===== src/hw/rtl/pee_pkg.sv =====
`timescale 1ns / 1ps
package pee_pkg;

  // number format
  localparam int VALUE_WIDTH   = 32;
  localparam int FRACTION_BITS = 16;
  localparam int KIND_WIDTH    = 3;

  // magnitude of a product or quotient after the fraction alignment
  localparam int MAG_W = VALUE_WIDTH + FRACTION_BITS;
  localparam int CNT_W = $clog2(MAG_W);

  typedef logic signed [VALUE_WIDTH-1:0] value_t;
  typedef logic [VALUE_WIDTH-1:0]        mag_t;
  typedef logic [MAG_W-1:0]              wide_mag_t;

  localparam wide_mag_t POS_LIM = (MAG_W'(1) << (VALUE_WIDTH - 1)) - MAG_W'(1);
  localparam wide_mag_t NEG_LIM = MAG_W'(1) << (VALUE_WIDTH - 1);
  localparam value_t    VAL_MAX = value_t'(POS_LIM[VALUE_WIDTH-1:0]);
  localparam value_t    VAL_MIN = value_t'(NEG_LIM[VALUE_WIDTH-1:0]);

  // operator codes of an input item
  typedef enum logic [KIND_WIDTH-1:0] {
    KIND_ADD = 3'd0,
    KIND_SUB = 3'd1,
    KIND_MUL = 3'd2,
    KIND_DIV = 3'd3,
    KIND_END = 3'd4
  } kind_e;

  // pending operator codes
  typedef enum logic [1:0] {
    OP_POS = 2'd0,
    OP_NEG = 2'd1,
    OP_MUL = 2'd2,
    OP_DIV = 2'd3
  } op_e;

  // controller to datapath commands
  typedef struct packed {
    logic load;
    logic eval;
    logic mul_fin;
    logic div_step;
    logic div_fin;
    logic commit;
    logic finish;
  } cmd_t;

  // datapath to controller status
  typedef struct packed {
    op_e  pend;
    logic div_zero;
    logic div_last;
    logic kind_end;
  } status_t;

  // saturated value with overflow indication
  typedef struct packed {
    value_t value;
    logic   ov;
  } sat_t;

  function automatic mag_t magnitude(value_t v);
    mag_t m;
    m = v[VALUE_WIDTH-1] ? (~mag_t'(v) + mag_t'(1)) : mag_t'(v);
    return m;
  endfunction

  // build a saturated value from sign and magnitude
  function automatic sat_t sat_mag(logic neg, wide_mag_t mag);
    sat_t      r;
    wide_mag_t lim;
    wide_mag_t m;
    lim  = neg ? NEG_LIM : POS_LIM;
    m    = mag;
    r.ov = 1'b0;
    if (mag > lim) begin
      r.ov = 1'b1;
      m    = lim;
    end
    r.value = neg ? value_t'(~m[VALUE_WIDTH-1:0] + mag_t'(1))
                  : value_t'(m[VALUE_WIDTH-1:0]);
    return r;
  endfunction

  function automatic sat_t sat_add(value_t a, value_t b);
    sat_t                     r;
    logic signed [VALUE_WIDTH:0] s;
    s    = {a[VALUE_WIDTH-1], a} + {b[VALUE_WIDTH-1], b};
    r.ov = s[VALUE_WIDTH] != s[VALUE_WIDTH-1];
    if (r.ov) begin
      r.value = s[VALUE_WIDTH] ? VAL_MIN : VAL_MAX;
    end else begin
      r.value = value_t'(s[VALUE_WIDTH-1:0]);
    end
    return r;
  endfunction

endpackage


===== src/hw/rtl/pee_stream_if.sv =====
`timescale 1ns / 1ps
// operand channel
interface pee_in_if;
  import pee_pkg::*;
  logic   valid;
  logic   ready;
  value_t operand;
  logic [KIND_WIDTH-1:0] kind;

  modport source (output valid, output operand, output kind, input ready);
  modport sink   (input valid, input operand, input kind, output ready);
endinterface

// result channel
interface pee_out_if;
  import pee_pkg::*;
  logic   valid;
  logic   ready;
  value_t result;
  logic   divide_by_zero;
  logic   overflow;

  modport source (output valid, output result, output divide_by_zero, output overflow,
                  input ready);
  modport sink   (input valid, input result, input divide_by_zero, input overflow,
                  output ready);
endinterface


===== src/hw/rtl/pee_datapath.sv =====
`timescale 1ns / 1ps
module pee_datapath (
  input  logic                        clk_i,
  input  logic                        rst_ni,
  input  pee_pkg::cmd_t               cmd_i,
  output pee_pkg::status_t            status_o,
  input  pee_pkg::value_t             operand_i,
  input  logic [pee_pkg::KIND_WIDTH-1:0] kind_i,
  output pee_pkg::value_t             result_o,
  output logic                        divide_by_zero_o,
  output logic                        overflow_o
);
  import pee_pkg::*;

  // architectural state
  value_t sum_q, sum_d;
  value_t term_q, term_d;
  op_e    pend_q, pend_d;
  logic   dz_q, dz_d;
  logic   ov_q, ov_d;

  // captured item
  value_t x_q;
  logic [KIND_WIDTH-1:0] kind_q;

  // multiply and divide working registers
  logic [2*VALUE_WIDTH-1:0] prod_q, prod_d;
  logic      sign_q, sign_d;
  wide_mag_t qd_q, qd_d;
  mag_t      rem_q, rem_d;
  mag_t      dsr_q, dsr_d;
  logic [CNT_W-1:0] cnt_q, cnt_d;

  // result register
  value_t res_q, res_d;
  logic   odz_q, odz_d;
  logic   oov_q, oov_d;

  mag_t mag_t_term;
  mag_t mag_x;
  sat_t neg_sat;
  sat_t mul_sat;
  sat_t div_sat;
  sat_t add_sat;
  logic [VALUE_WIDTH:0] div_r;
  logic                 div_ge;
  logic [VALUE_WIDTH:0] div_diff;

  assign mag_t_term = magnitude(term_q);
  assign mag_x      = magnitude(x_q);
  assign neg_sat    = sat_mag(~x_q[VALUE_WIDTH-1], wide_mag_t'(mag_x));
  assign mul_sat    = sat_mag(sign_q, prod_q[2*VALUE_WIDTH-1:FRACTION_BITS]);
  assign div_sat    = sat_mag(sign_q, qd_q);
  assign add_sat    = sat_add(sum_q, term_q);

  // one restoring divide step
  assign div_r    = {rem_q, qd_q[MAG_W-1]};
  assign div_ge   = div_r >= {1'b0, dsr_q};
  assign div_diff = div_r - {1'b0, dsr_q};

  assign status_o.pend     = pend_q;
  assign status_o.div_zero = (x_q == '0);
  assign status_o.div_last = (cnt_q == CNT_W'(MAG_W - 1));
  assign status_o.kind_end = (kind_q != KIND_ADD) && (kind_q != KIND_SUB) &&
                             (kind_q != KIND_MUL) && (kind_q != KIND_DIV);

  // next state of the expression registers
  always_comb begin
    sum_d  = sum_q;
    term_d = term_q;
    pend_d = pend_q;
    dz_d   = dz_q;
    ov_d   = ov_q;
    prod_d = prod_q;
    sign_d = sign_q;
    qd_d   = qd_q;
    rem_d  = rem_q;
    dsr_d  = dsr_q;
    cnt_d  = cnt_q;
    res_d  = res_q;
    odz_d  = odz_q;
    oov_d  = oov_q;

    if (cmd_i.eval) begin
      case (pend_q)
        OP_POS: term_d = x_q;
        OP_NEG: begin
          term_d = neg_sat.value;
          ov_d   = ov_q | neg_sat.ov;
        end
        OP_MUL: begin
          prod_d = mag_t_term * mag_x;
          sign_d = term_q[VALUE_WIDTH-1] ^ x_q[VALUE_WIDTH-1];
        end
        OP_DIV: begin
          sign_d = term_q[VALUE_WIDTH-1] ^ x_q[VALUE_WIDTH-1];
          qd_d   = {mag_t_term, {FRACTION_BITS{1'b0}}};
          rem_d  = '0;
          dsr_d  = mag_x;
          cnt_d  = '0;
          if (x_q == '0) begin
            term_d = term_q[VALUE_WIDTH-1] ? VAL_MIN : VAL_MAX;
            dz_d   = 1'b1;
          end
        end
        default: term_d = x_q;
      endcase
    end

    if (cmd_i.mul_fin) begin
      term_d = mul_sat.value;
      ov_d   = ov_q | mul_sat.ov;
    end

    if (cmd_i.div_step) begin
      rem_d = div_ge ? div_diff[VALUE_WIDTH-1:0] : div_r[VALUE_WIDTH-1:0];
      qd_d  = {qd_q[MAG_W-2:0], div_ge};
      cnt_d = cnt_q + CNT_W'(1);
    end

    if (cmd_i.div_fin) begin
      term_d = div_sat.value;
      ov_d   = ov_q | div_sat.ov;
    end

    // fold the term into the sum or just record the next operator
    if (cmd_i.commit) begin
      pend_d = op_e'(kind_q[1:0]);
      if ((kind_q == KIND_ADD) || (kind_q == KIND_SUB)) begin
        sum_d  = add_sat.value;
        ov_d   = ov_q | add_sat.ov;
        term_d = '0;
      end
    end

    // end of expression: load result and clear state
    if (cmd_i.finish) begin
      res_d  = add_sat.value;
      odz_d  = dz_q;
      oov_d  = ov_q | add_sat.ov;
      sum_d  = '0;
      term_d = '0;
      pend_d = OP_POS;
      dz_d   = 1'b0;
      ov_d   = 1'b0;
    end
  end

  // expression state
  always_ff @(posedge clk_i or negedge rst_ni) begin
    if (!rst_ni) begin
      sum_q  <= '0;
      term_q <= '0;
      pend_q <= OP_POS;
      dz_q   <= 1'b0;
      ov_q   <= 1'b0;
      cnt_q  <= '0;
    end else begin
      sum_q  <= sum_d;
      term_q <= term_d;
      pend_q <= pend_d;
      dz_q   <= dz_d;
      ov_q   <= ov_d;
      cnt_q  <= cnt_d;
    end
  end

  // payload registers
  always_ff @(posedge clk_i) begin
    if (cmd_i.load) begin
      x_q    <= operand_i;
      kind_q <= kind_i;
    end
    prod_q <= prod_d;
    sign_q <= sign_d;
    qd_q   <= qd_d;
    rem_q  <= rem_d;
    dsr_q  <= dsr_d;
    res_q  <= res_d;
    odz_q  <= odz_d;
    oov_q  <= oov_d;
  end

  assign result_o         = res_q;
  assign divide_by_zero_o = odz_q;
  assign overflow_o       = oov_q;

endmodule


===== src/hw/rtl/pee_controller.sv =====
`timescale 1ns / 1ps
module pee_controller (
  input  logic             clk_i,
  input  logic             rst_ni,
  input  logic             in_valid_i,
  output logic             in_ready_o,
  output logic             out_valid_o,
  input  logic             out_ready_i,
  input  pee_pkg::status_t status_i,
  output pee_pkg::cmd_t    cmd_o
);
  import pee_pkg::*;

  typedef enum logic [5:0] {
    S_IDLE = 6'b000001,
    S_EVAL = 6'b000010,
    S_MULX = 6'b000100,
    S_DIV  = 6'b001000,
    S_DIVX = 6'b010000,
    S_ADD  = 6'b100000
  } state_e;

  state_e state_q, state_d;
  logic   out_valid_q, out_valid_d;
  logic   in_xfer;
  logic   out_busy;

  assign in_ready_o  = (state_q == S_IDLE);
  assign in_xfer     = in_valid_i && in_ready_o;
  assign out_busy    = out_valid_q && !out_ready_i;
  assign out_valid_o = out_valid_q;

  // sequencing of one item
  always_comb begin
    state_d = state_q;
    cmd_o   = '0;
    case (state_q)
      S_IDLE: begin
        if (in_xfer) begin
          cmd_o.load = 1'b1;
          state_d    = S_EVAL;
        end
      end
      S_EVAL: begin
        cmd_o.eval = 1'b1;
        case (status_i.pend)
          OP_MUL:  state_d = S_MULX;
          OP_DIV:  state_d = status_i.div_zero ? S_ADD : S_DIV;
          default: state_d = S_ADD;
        endcase
      end
      S_MULX: begin
        cmd_o.mul_fin = 1'b1;
        state_d       = S_ADD;
      end
      S_DIV: begin
        cmd_o.div_step = 1'b1;
        if (status_i.div_last) begin
          state_d = S_DIVX;
        end
      end
      S_DIVX: begin
        cmd_o.div_fin = 1'b1;
        state_d       = S_ADD;
      end
      S_ADD: begin
        if (!status_i.kind_end) begin
          cmd_o.commit = 1'b1;
          state_d      = S_IDLE;
        end else if (!out_busy) begin
          cmd_o.finish = 1'b1;
          state_d      = S_IDLE;
        end
      end
      default: state_d = S_IDLE;
    endcase
  end

  // result slot: set on finish, cleared when taken
  always_comb begin
    out_valid_d = out_valid_q;
    if (out_valid_q && out_ready_i) begin
      out_valid_d = 1'b0;
    end
    if (cmd_o.finish) begin
      out_valid_d = 1'b1;
    end
  end

  always_ff @(posedge clk_i or negedge rst_ni) begin
    if (!rst_ni) begin
      state_q     <= S_IDLE;
      out_valid_q <= 1'b0;
    end else begin
      state_q     <= state_d;
      out_valid_q <= out_valid_d;
    end
  end

  // a result is never loaded over one that has not been taken
  a_no_overwrite: assert property (@(posedge clk_i) disable iff (!rst_ni)
    cmd_o.finish |-> !(out_valid_q && !out_ready_i))
    else $error("result loaded while output slot busy");

  // a finish always presents a result next cycle
  a_finish_valid: assert property (@(posedge clk_i) disable iff (!rst_ni)
    cmd_o.finish |=> out_valid_q)
    else $error("finish did not raise output valid");

  // an accepted item is evaluated in the following cycle
  a_accept_eval: assert property (@(posedge clk_i) disable iff (!rst_ni)
    in_xfer |=> (state_q == S_EVAL))
    else $error("accepted item not evaluated");

  // the last divide step leads to quotient saturation
  a_div_done: assert property (@(posedge clk_i) disable iff (!rst_ni)
    (state_q == S_DIV && status_i.div_last) |=> (state_q == S_DIVX))
    else $error("divide did not terminate after last step");

endmodule


===== src/hw/rtl/precedence_expression_evaluator.sv =====
`timescale 1ns / 1ps
// precedence expression evaluator
//
// in_i carries one operand (signed Q16.16) and the operator that follows it:
// add, subtract, multiply, divide or end of expression. Multiply and divide
// bind first; both levels run left to right. out_o gives one result per end
// mark: the saturated Q16.16 value and sticky divide-by-zero and overflow
// flags for that expression.
// One item is taken at a time. Add, subtract and a leading term run an
// evaluate step and an add step; a multiply puts one 32x32 magnitude
// multiply, then saturation, between them; a divide puts the restoring
// divider that retires one quotient bit per cycle over 48 bits, then
// saturation; a zero divisor skips the divider. The result appears in the
// cycle after the end-mark item finishes.
// The result sits in an output register; new items are accepted while it
// waits. If the receiver stalls, an end-mark item waits in its last step
// until the pending result is taken, and input ready stays low meanwhile.
// Reset clears the sum, the term, the pending operator, the flags and the
// output valid; no clearing pass is needed.
module precedence_expression_evaluator (
  input  logic      clk_i,
  input  logic      rst_ni,
  pee_in_if.sink    in_i,
  pee_out_if.source out_o
);
  import pee_pkg::*;

  cmd_t    cmd;
  status_t status;

  pee_controller u_ctrl (
    .clk_i       (clk_i),
    .rst_ni      (rst_ni),
    .in_valid_i  (in_i.valid),
    .in_ready_o  (in_i.ready),
    .out_valid_o (out_o.valid),
    .out_ready_i (out_o.ready),
    .status_i    (status),
    .cmd_o       (cmd)
  );

  pee_datapath u_dp (
    .clk_i            (clk_i),
    .rst_ni           (rst_ni),
    .cmd_i            (cmd),
    .status_o         (status),
    .operand_i        (in_i.operand),
    .kind_i           (in_i.kind),
    .result_o         (out_o.result),
    .divide_by_zero_o (out_o.divide_by_zero),
    .overflow_o       (out_o.overflow)
  );

endmodule


===== src/flat_wrapper.sv =====
// flat-port wrapper written by rule: the top's interface ports become plain ports
module precedence_expression_evaluator_flat import pee_pkg::*;
  (clk_i, rst_ni, in_i_valid, in_i_operand, in_i_kind, in_i_ready, out_o_valid, out_o_result, out_o_divide_by_zero, out_o_overflow, out_o_ready);
  pee_in_if in_i_i ();
  pee_out_if out_o_i ();
  input  logic clk_i;
  input  logic rst_ni;
  input wire logic [$bits(in_i_i.valid)-1:0] in_i_valid;
  input wire logic [$bits(in_i_i.operand)-1:0] in_i_operand;
  input wire logic [$bits(in_i_i.kind)-1:0] in_i_kind;
  output wire logic [$bits(in_i_i.ready)-1:0] in_i_ready;
  output wire logic [$bits(out_o_i.valid)-1:0] out_o_valid;
  output wire logic [$bits(out_o_i.result)-1:0] out_o_result;
  output wire logic [$bits(out_o_i.divide_by_zero)-1:0] out_o_divide_by_zero;
  output wire logic [$bits(out_o_i.overflow)-1:0] out_o_overflow;
  input wire logic [$bits(out_o_i.ready)-1:0] out_o_ready;
  assign in_i_i.valid = in_i_valid;
  assign in_i_i.operand = in_i_operand;
  assign in_i_i.kind = in_i_kind;
  assign in_i_ready = in_i_i.ready;
  assign out_o_valid = out_o_i.valid;
  assign out_o_result = out_o_i.result;
  assign out_o_divide_by_zero = out_o_i.divide_by_zero;
  assign out_o_overflow = out_o_i.overflow;
  assign out_o_i.ready = out_o_ready;
  precedence_expression_evaluator u_core (.clk_i(clk_i), .rst_ni(rst_ni), .in_i(in_i_i), .out_o(out_o_i));
endmodule

===== config.mk =====
export PLATFORM = sky130hd
export DESIGN_NAME = precedence_expression_evaluator_flat
export DESIGN_NICKNAME = d
export VERILOG_FILES = /design/src/hw/rtl/pee_pkg.sv /design/src/hw/rtl/pee_stream_if.sv /design/src/hw/rtl/pee_datapath.sv /design/src/hw/rtl/pee_controller.sv /design/src/hw/rtl/precedence_expression_evaluator.sv /design/src/flat_wrapper.sv
export SDC_FILE = /design/constraint.sdc
export NUM_CORES = 2
export LEC_CHECK = 0
export ABC_CLOCK_PERIOD_IN_PS = 12640
export CELL_PAD_IN_SITES_DETAIL_PLACEMENT = 0
export CELL_PAD_IN_SITES_GLOBAL_PLACEMENT = 1
export CORE_UTILIZATION = 31
export CTS_CLUSTER_DIAMETER = 120
export CTS_CLUSTER_SIZE = 10
export DETAILED_ROUTE_END_ITERATION = 16
export DONT_BUFFER_PORTS = 1
export MAX_ROUTING_LAYER = met4
export PLACE_DENSITY = 0.61
export REMOVE_ABC_BUFFERS = 1
export SLEW_MARGIN = 40
export SYNTH_ARGS = -nofsm -noshare
export SYNTH_HDL_FRONTEND = slang
export SYNTH_HIERARCHICAL = 1
export SYNTH_SLANG_ARGS = --single-unit
export TNS_END_PERCENT = 20

===== constraint.sdc =====
create_clock -name clk_i -period 12.64 [get_ports clk_i]
set_input_delay 1.264 -clock clk_i [delete_from_list [all_inputs] [get_ports clk_i]]
set_output_delay 1.264 -clock clk_i [all_outputs]
set_load 0.1 [all_outputs]

; ---- Yosys cells after proc, flatten, opt, wreduce, memory -nomap -nowiden
; Cells that the tools add are included.
[op_classes]
eq_ne = 18
n_reduce_logical = 29
mul = 1
bitwise = 10
addsub = 8
n_lt_le_gt_ge = 4
mux = 69
[ops]
columns = operator, count
row1 = 2-to-1 mux 32 bit, 27
row2 = "adder 32 x 1 -> 32 bit, second input constant", 5
row3 = NOT 32 bit, 5
row4 = 2-to-1 mux 48 bit, 3
row5 = > comparator 48 x 32 -> 1 bit, 2
row6 = one-hot mux 32 bit (3 select lines), 1
row7 = multiplier 32 x 32 -> 64 bit, 1
row8 = 2-to-1 mux 6 bit, 8
row9 = adder 32 x 32 -> 33 bit, 1
row10 = >= comparator 33 x 32 -> 1 bit, 1
row11 = > comparator 32 bit, 1
row12 = zero test 32 bit, 1
row13 = subtractor 32 bit, 1
row14 = one-hot mux 6 bit (5 select lines), 1
row15 = 2-to-1 mux 1 bit, 25
row16 = nonzero test 2 bit, 8
row17 = "equality test 6 bit, second input constant", 2
row18 = one-hot mux 6 bit (2 select lines), 1
row19 = AND reduction 2 bit, 5
row20 = "adder 6 x 1 -> 6 bit, second input constant", 1
row21 = "equality test 6 x 1 -> 1 bit, second input constant", 1
row22 = "equality test 6 x 2 -> 1 bit, second input constant", 1
row23 = "equality test 6 x 3 -> 1 bit, second input constant", 1
row24 = "equality test 6 x 4 -> 1 bit, second input constant", 1
row25 = other kinds (20), 35
[word_totals]
elab_cells = 157
inputBits = 39
regBits = 327

; ---- Depth between registers and ports, before layout
[depth]
ltp_word = 15
mapped_depth = 39
ltp_nobuf = 35

; ---- Modules after synthesis
; Netlist, hierarchy kept.
[modules_own_cells]
columns = mod, area_per_inst_um2, instances, cells_per_inst, seq_area_each_um2
row1 = pee_datapath, 53531.3, 1, 6074, 8758.4
row2 = pee_controller, 457.9, 1, 49, 176.4

; ---- Least setup slack after synthesis
; OpenSTA, ideal clock, no wires.
[synth_timing]
path_type = register to register
from = register u_core.u_dp.x_q[0]
to = register u_core.u_dp.prod_q[58] (data pin)
path_stages_with_launch = 34
setup_slack_ns = 2.395
setup_ns = 0.258
synth_period_minus_slack_ns = 10.245
arrival_time_ns = 9.987
cell_sequence = edfxtp_1 > clkbuf_1 > inv_1 > clkbuf_1 > ha_1 > nor3b_1 > nand4_1 > o21ai_0 > xor2_1 > clkbuf_1 > buf_1 > nor2_1 > fa_1 > fa_1 > inv_1 > fa_1 > fa_1 > inv_1 > fa_1 > fa_1 > fa_1 > fa_1 > ha_1 > o21a_1 > a2111oi_0 > nor3_1 > o21a_1 > a311o_1 > a31oi_1 > nor3_1 > o41ai_1 > o21ai_0 > a21oi_1 > xnor2_1
[synth_between]
elab_chain_cells = 4
[synth_lines]
columns = item, line
row1 = start: declaration, pee_datapath.sv:23  ; value_t x_q;
row2 = start signal: assignment, pee_datapath.sv:171  ; x_q <= operand_i;
row3 = NOT 32 bit, pee_pkg.sv:66  ; m = v[VALUE_WIDTH-1] ? (~mag_t'(v) + mag_t'(1)) : mag_t'(v);
row4 = adder 32 x 1 -> 32 bit, pee_pkg.sv:66
row5 = 2-to-1 mux 32 bit (*), pee_pkg.sv:66
row6 = multiplier 32 x 32 -> 64 bit (*), pee_datapath.sv:92  ; prod_d = mag_t_term * mag_x;
row7 = end signal: assignment, pee_datapath.sv:174  ; prod_q <= prod_d;
row8 = end: declaration, pee_datapath.sv:27  ; logic [2*VALUE_WIDTH-1:0] prod_q, prod_d;
; Every way passes the cells marked *; elsewhere a longest branch is shown, timed or not.
; A chain may end at the register's enable or synchronous reset.

; ---- Worst setup path in the final report
[layout_timing]
from = register u_core.u_dp.term_q[7]
to = register u_core.u_dp.prod_q[63] (data pin)
[layout_between]
elab_chain_cells = 4
[layout_lines]
columns = item, line
row1 = start: declaration, pee_datapath.sv:17  ; value_t term_q, term_d;
row2 = start signal: assignment, pee_datapath.sv:160  ; term_q <= term_d;
row3 = NOT 32 bit, pee_pkg.sv:66
row4 = adder 32 x 1 -> 32 bit, pee_pkg.sv:66
row5 = 2-to-1 mux 32 bit (*), pee_pkg.sv:66
row6 = multiplier 32 x 32 -> 64 bit (*), pee_datapath.sv:92
; Marked as above.

==> results.txt <==
----------------------------------------------------
[Run status]
  Run status ... completed

[Synth]
  Sequential-to-total area share from yosys stat ... 16.5%
  Synth async-reset ratio ... 26.0%
  Number of flops mapped to enable cells by yosys ... 230
  Cell area after technology mapping ... about 54000 um^2
  Number of instances in the synthesized netlist ... 6123
  Commonest register cell after synthesis ... sky130_fd_sc_hd__edfxtp_1
  Yosys warning count ... 6
  Post-synthesis sequential element count ... a little over 300
  Per-instance average area after synthesis ... between 8 and 9 um^2
  Yosys cell types ... roughly 100

[CTS]
  Number of gates resized after CTS ... 0
  Clk_lat worst skew ... about 620 ps
  Hold buffer count at CTS ... 0
  Cts bufs inserted ... 37
  Root Buffer ... sky130_fd_sc_hd__clkbuf_16
  Total setup buffers inserted after CTS ... 0
  Clock Sinks ... 311
  Clock tree from TritonCTS ... yes
  Level count of the clock H-tree ... 2
  Max clock buf depth ... 3
  Worst-path clk slew ... about 70 ps

[Detailed routing]
  Via density per instance ... approximately 5.3
  Remaining DRCs ... 0
  Routed Wire Length ... about 220 mm
  WL per Instance ... roughly 26 um
  Detailed-routing iteration count for the pre-antenna-repair pass ... 6
  Number of vias after detailed routing ... 44800
  Antenna viol nets, final ... 0
  Initial drt markers ... about 4300

[Floorplanning]
  Die Outline Area ... roughly 180000 um^2
  Die outline height ... 419 um
  Standard-cell row count ... ~150
  Placeable core region ... between 150000 and 200000 um^2
  Initial core utilization ... a little under a third
  DIE WIDTH ... 419 um
  Number of top-level pins ... 75

[Critical path]
  Worst Setup Start Kind ... flop
  Crit path max-delay family ... adder cells
  Worst flop-to-flop path startpoint ... u_core/u_dp/term_q[7]
  Critical Path Fanout Max ... 13
  R2R Setup Slk ... 1020 ps
  Worst flop-to-flop path endpoint ... u_core/u_dp/prod_q[63]
  Type of the worst setup path ... reg -> reg
  Worst path buffer plus inverter count ... 4
  Critical path's slowest cell ... sky130_fd_sc_hd__o31ai_1
  Worst Setup SP ... u_core/u_dp/term_q[7]
  Most frequent CP cell ... sky130_fd_sc_hd__fa_1
  Largest stage delay on the critical path ... 760 ps
  Critical path endpoint category ... flop
  Worst endpoint data arrival time ... roughly 12000 ps
  Required time reported for the critical path endpoint ... about 13000 ps
  Count of cells along the worst register-to-register path ... 32

[Global routing]
  Overall fraction of global-route tracks in use ... 25.4%
  Fraction of met2 tracks used by global routing ... between 30 and 40%
  Wire length of the first global-routing pass ... around 320 mm
  GRT Max-Usage Layer ... met2
  Number of global-route vias before repair ... 45700
  Global route total overflow ... 0
  Largest net degree at the start of global routing ... between 80 and 90
  Met1 Usage GRT ... between 30% and 40%
  Number of antenna violations at the first check in global routing ... 23
  Global-route met3 utilization ... under 10%

[Finish]
  Area Growth Syn to Fin ... 10.9%
  Seq. cell area ... around 8900 um^2
  Final-stage net count ... between 7000 and 8000
  Final Util ... a little over a third
  Ratio of cells with drive above 1 in the final layout ... around 7.5%
  Multi-input logic area ... roughly 41000 um^2
  Fill count ... ~18000
  Final Instance Area ... approximately 60000 um^2

[STA]
  Final count of pins violating max slew ... 0
  Slew Limit Headroom ... a little under two fifths
  Setup repair after global routing missed its margin ... no
  Final critical-path share of the clock period ... between 90% and 100%
  Tightest Pin Transition ... 921 ps
  Clock Skews ... between 60 and 70 ps
  Final setup violation count ... 0
  Setup TNS ... 0 ps
  Min Tclk post-route ... about 12000 ps
  Highest Clock Rate ... approximately 0.086 GHz
  Number of endpoints with negative hold slack in the final report ... 0

[Worst hold path]
  Class of the tightest hold or removal check ... in -> async

[Placement]
  Final weighted congestion of routability-driven global placement ... slightly above 1
  Placed inst area ... 58500 um^2
  Buffers on Ports ... 0
  Detailed placement HPWL ... 171 mm

[Flow run]
  Count of maximum capacitance violations ... 0

----------------------------------------------------
-- cells in the final DEF, fill, tap and decap left out, types with 24 or more instances in the layout --
cell,count
sky130_fd_sc_hd__and2_1,57
sky130_fd_sc_hd__nor2_1,811
sky130_fd_sc_hd__xnor2_2,24
sky130_fd_sc_hd__a21o_1,58
sky130_fd_sc_hd__nand4_1,39
sky130_fd_sc_hd__nor2b_1,26
sky130_fd_sc_hd__mux2_2,34
sky130_fd_sc_hd__o21ai_0,244
sky130_fd_sc_hd__xor2_2,29
sky130_fd_sc_hd__edfxtp_1,230
sky130_fd_sc_hd__nor4_1,37
sky130_fd_sc_hd__buf_4,194
sky130_fd_sc_hd__a211oi_1,31
sky130_fd_sc_hd__inv_1,989
sky130_fd_sc_hd__a31oi_1,36
sky130_fd_sc_hd__nand2b_1,39
sky130_fd_sc_hd__nand3_1,70
sky130_fd_sc_hd__fa_1,897
sky130_fd_sc_hd__a21oi_1,189
sky130_fd_sc_hd__o31ai_1,33
sky130_fd_sc_hd__clkbuf_1,26
sky130_fd_sc_hd__o21a_1,30
sky130_fd_sc_hd__xnor2_1,93
sky130_fd_sc_hd__or3_1,28
sky130_fd_sc_hd__o211ai_1,26
sky130_fd_sc_hd__nand2_1,710
sky130_fd_sc_hd__clkbuf_16,41
sky130_fd_sc_hd__dfrtp_1,80
sky130_fd_sc_hd__ha_1,395
sky130_fd_sc_hd__and3_1,27
sky130_fd_sc_hd__nor3_1,87
sky130_fd_sc_hd__xor2_1,56
-- how the worst max path moves through the flow --
stage                                  end  cells after the start
global placement    u_core/u_dp/prod_q[58]                     31
detailed placement  u_core/u_dp/prod_q[58]                     31
finish              u_core/u_dp/prod_q[63]                     32
CTS                 u_core/u_dp/prod_q[58]                     31
floorplan           u_core/u_dp/prod_q[58]                     29
global route        u_core/u_dp/prod_q[63]                     32
-- layer usage --
metal | vias up | part of all wire, % | wire length [um]
li1 | 19500 | - | -
met1 | 23100 | 43 | 91700
met2 | 1776 | 46 | 98200
met3 | 392 | 7.7 | 16700
met4 | 0 | 4.2 | 8960
met5 | - | 0 | 0
-- registers in the layout, indices dropped and copies added (netlist names) --
signal and count:
u_core/u_dp/prod_q 48, u_core/u_dp/qd_q 48, u_core/u_dp/dsr_q 32, u_core/u_dp/rem_q 32, u_core/u_dp/result_o 32, u_core/u_dp/sum_q 32
u_core/u_dp/term_q 32, u_core/u_dp/x_q 32, u_core/u_ctrl/state_q 6, u_core/u_dp/cnt_q 6, u_core/u_dp/kind_q 3, u_core/u_dp/pend_q 2
u_core/u_ctrl/out_valid_o 1, u_core/u_dp/divide_by_zero_o 1, u_core/u_dp/dz_q 1, u_core/u_dp/ov_q 1, u_core/u_dp/overflow_o 1, u_core/u_dp/sign_q 1
-- synth_stat cells (all sizes together), types with 58 or more instances --
cell | instances | area, um^2
nand2 | 711 | 2670
nor3 | 90 | 460
xnor2 | 126 | 1100
o21ai | 257 | 1290
fa | 897 | 18000
a21oi | 189 | 946
dfrtp | 80 | 2000
and2 | 62 | 388
ha | 395 | 4940
a21o | 58 | 435
edfxtp | 230 | 6910
xor2 | 93 | 822
inv | 1001 | 3760
nor2 | 816 | 3080
nand3 | 70 | 350
clkbuf | 299 | 1120
-- kinds of logic after synthesis --
group	count (synthesis)	share of synthesized area, %
AOI/OAI and AO/OA	858	10.2
buffers and inverters	1334	9.33
DFF	311	16.5
xor gates and xnor gates	219	3.57
and+or+nand+nor	2050	16.7
adders and majority gates	1303	42.6
muxes	48	0.969
-- final cells by class --
| cell class | instances | share of cell area, % |
|---|---|---|
| Sequential cell | 311 | 14.9 |
| Multi-Input combinational cell | 4478 | 68.3 |
| Antenna cell | 15 | 0.0627 |
| Clock inverter | 4 | 0.119 |
| Clock buffer | 63 | 1.71 |
| Tap cell | 2310 | 4.83 |
| Inverter | 1008 | 6.32 |
| Timing Repair Buffer | 226 | 3.69 |
-- worst reg2reg max path, delay by kind of cell (launching register included) --
family | cells | cell delay [ps]
flip-flops | 1 | 570
adder cells (fa/ha/maj) | 9 | 4360
XOR/XNOR | 2 | 340
AO/OA/AOI/OAI | 10 | 2880
AND/OR/NAND/NOR | 7 | 2610
buffers and inverters | 4 | 590
-- stage by stage --
| stage | worst slack, ps | std cells | hold slack (ps) |
|---|---|---|---|
| after floorplan | 1880 | 5797 | 426 |
| after global placement | 1120 | 8303 | 475 |
| after detailed placement | 1190 | 8328 | 481 |
| after CTS | 1100 | 8395 | 309 |
| after global routing | 490 | 8412 | 343 |
| final | 1020 | 8415 | 364 |
Power is not shown: default switching activity piles up to over one toggle a cycle in this logic, so the estimate is an artifact.
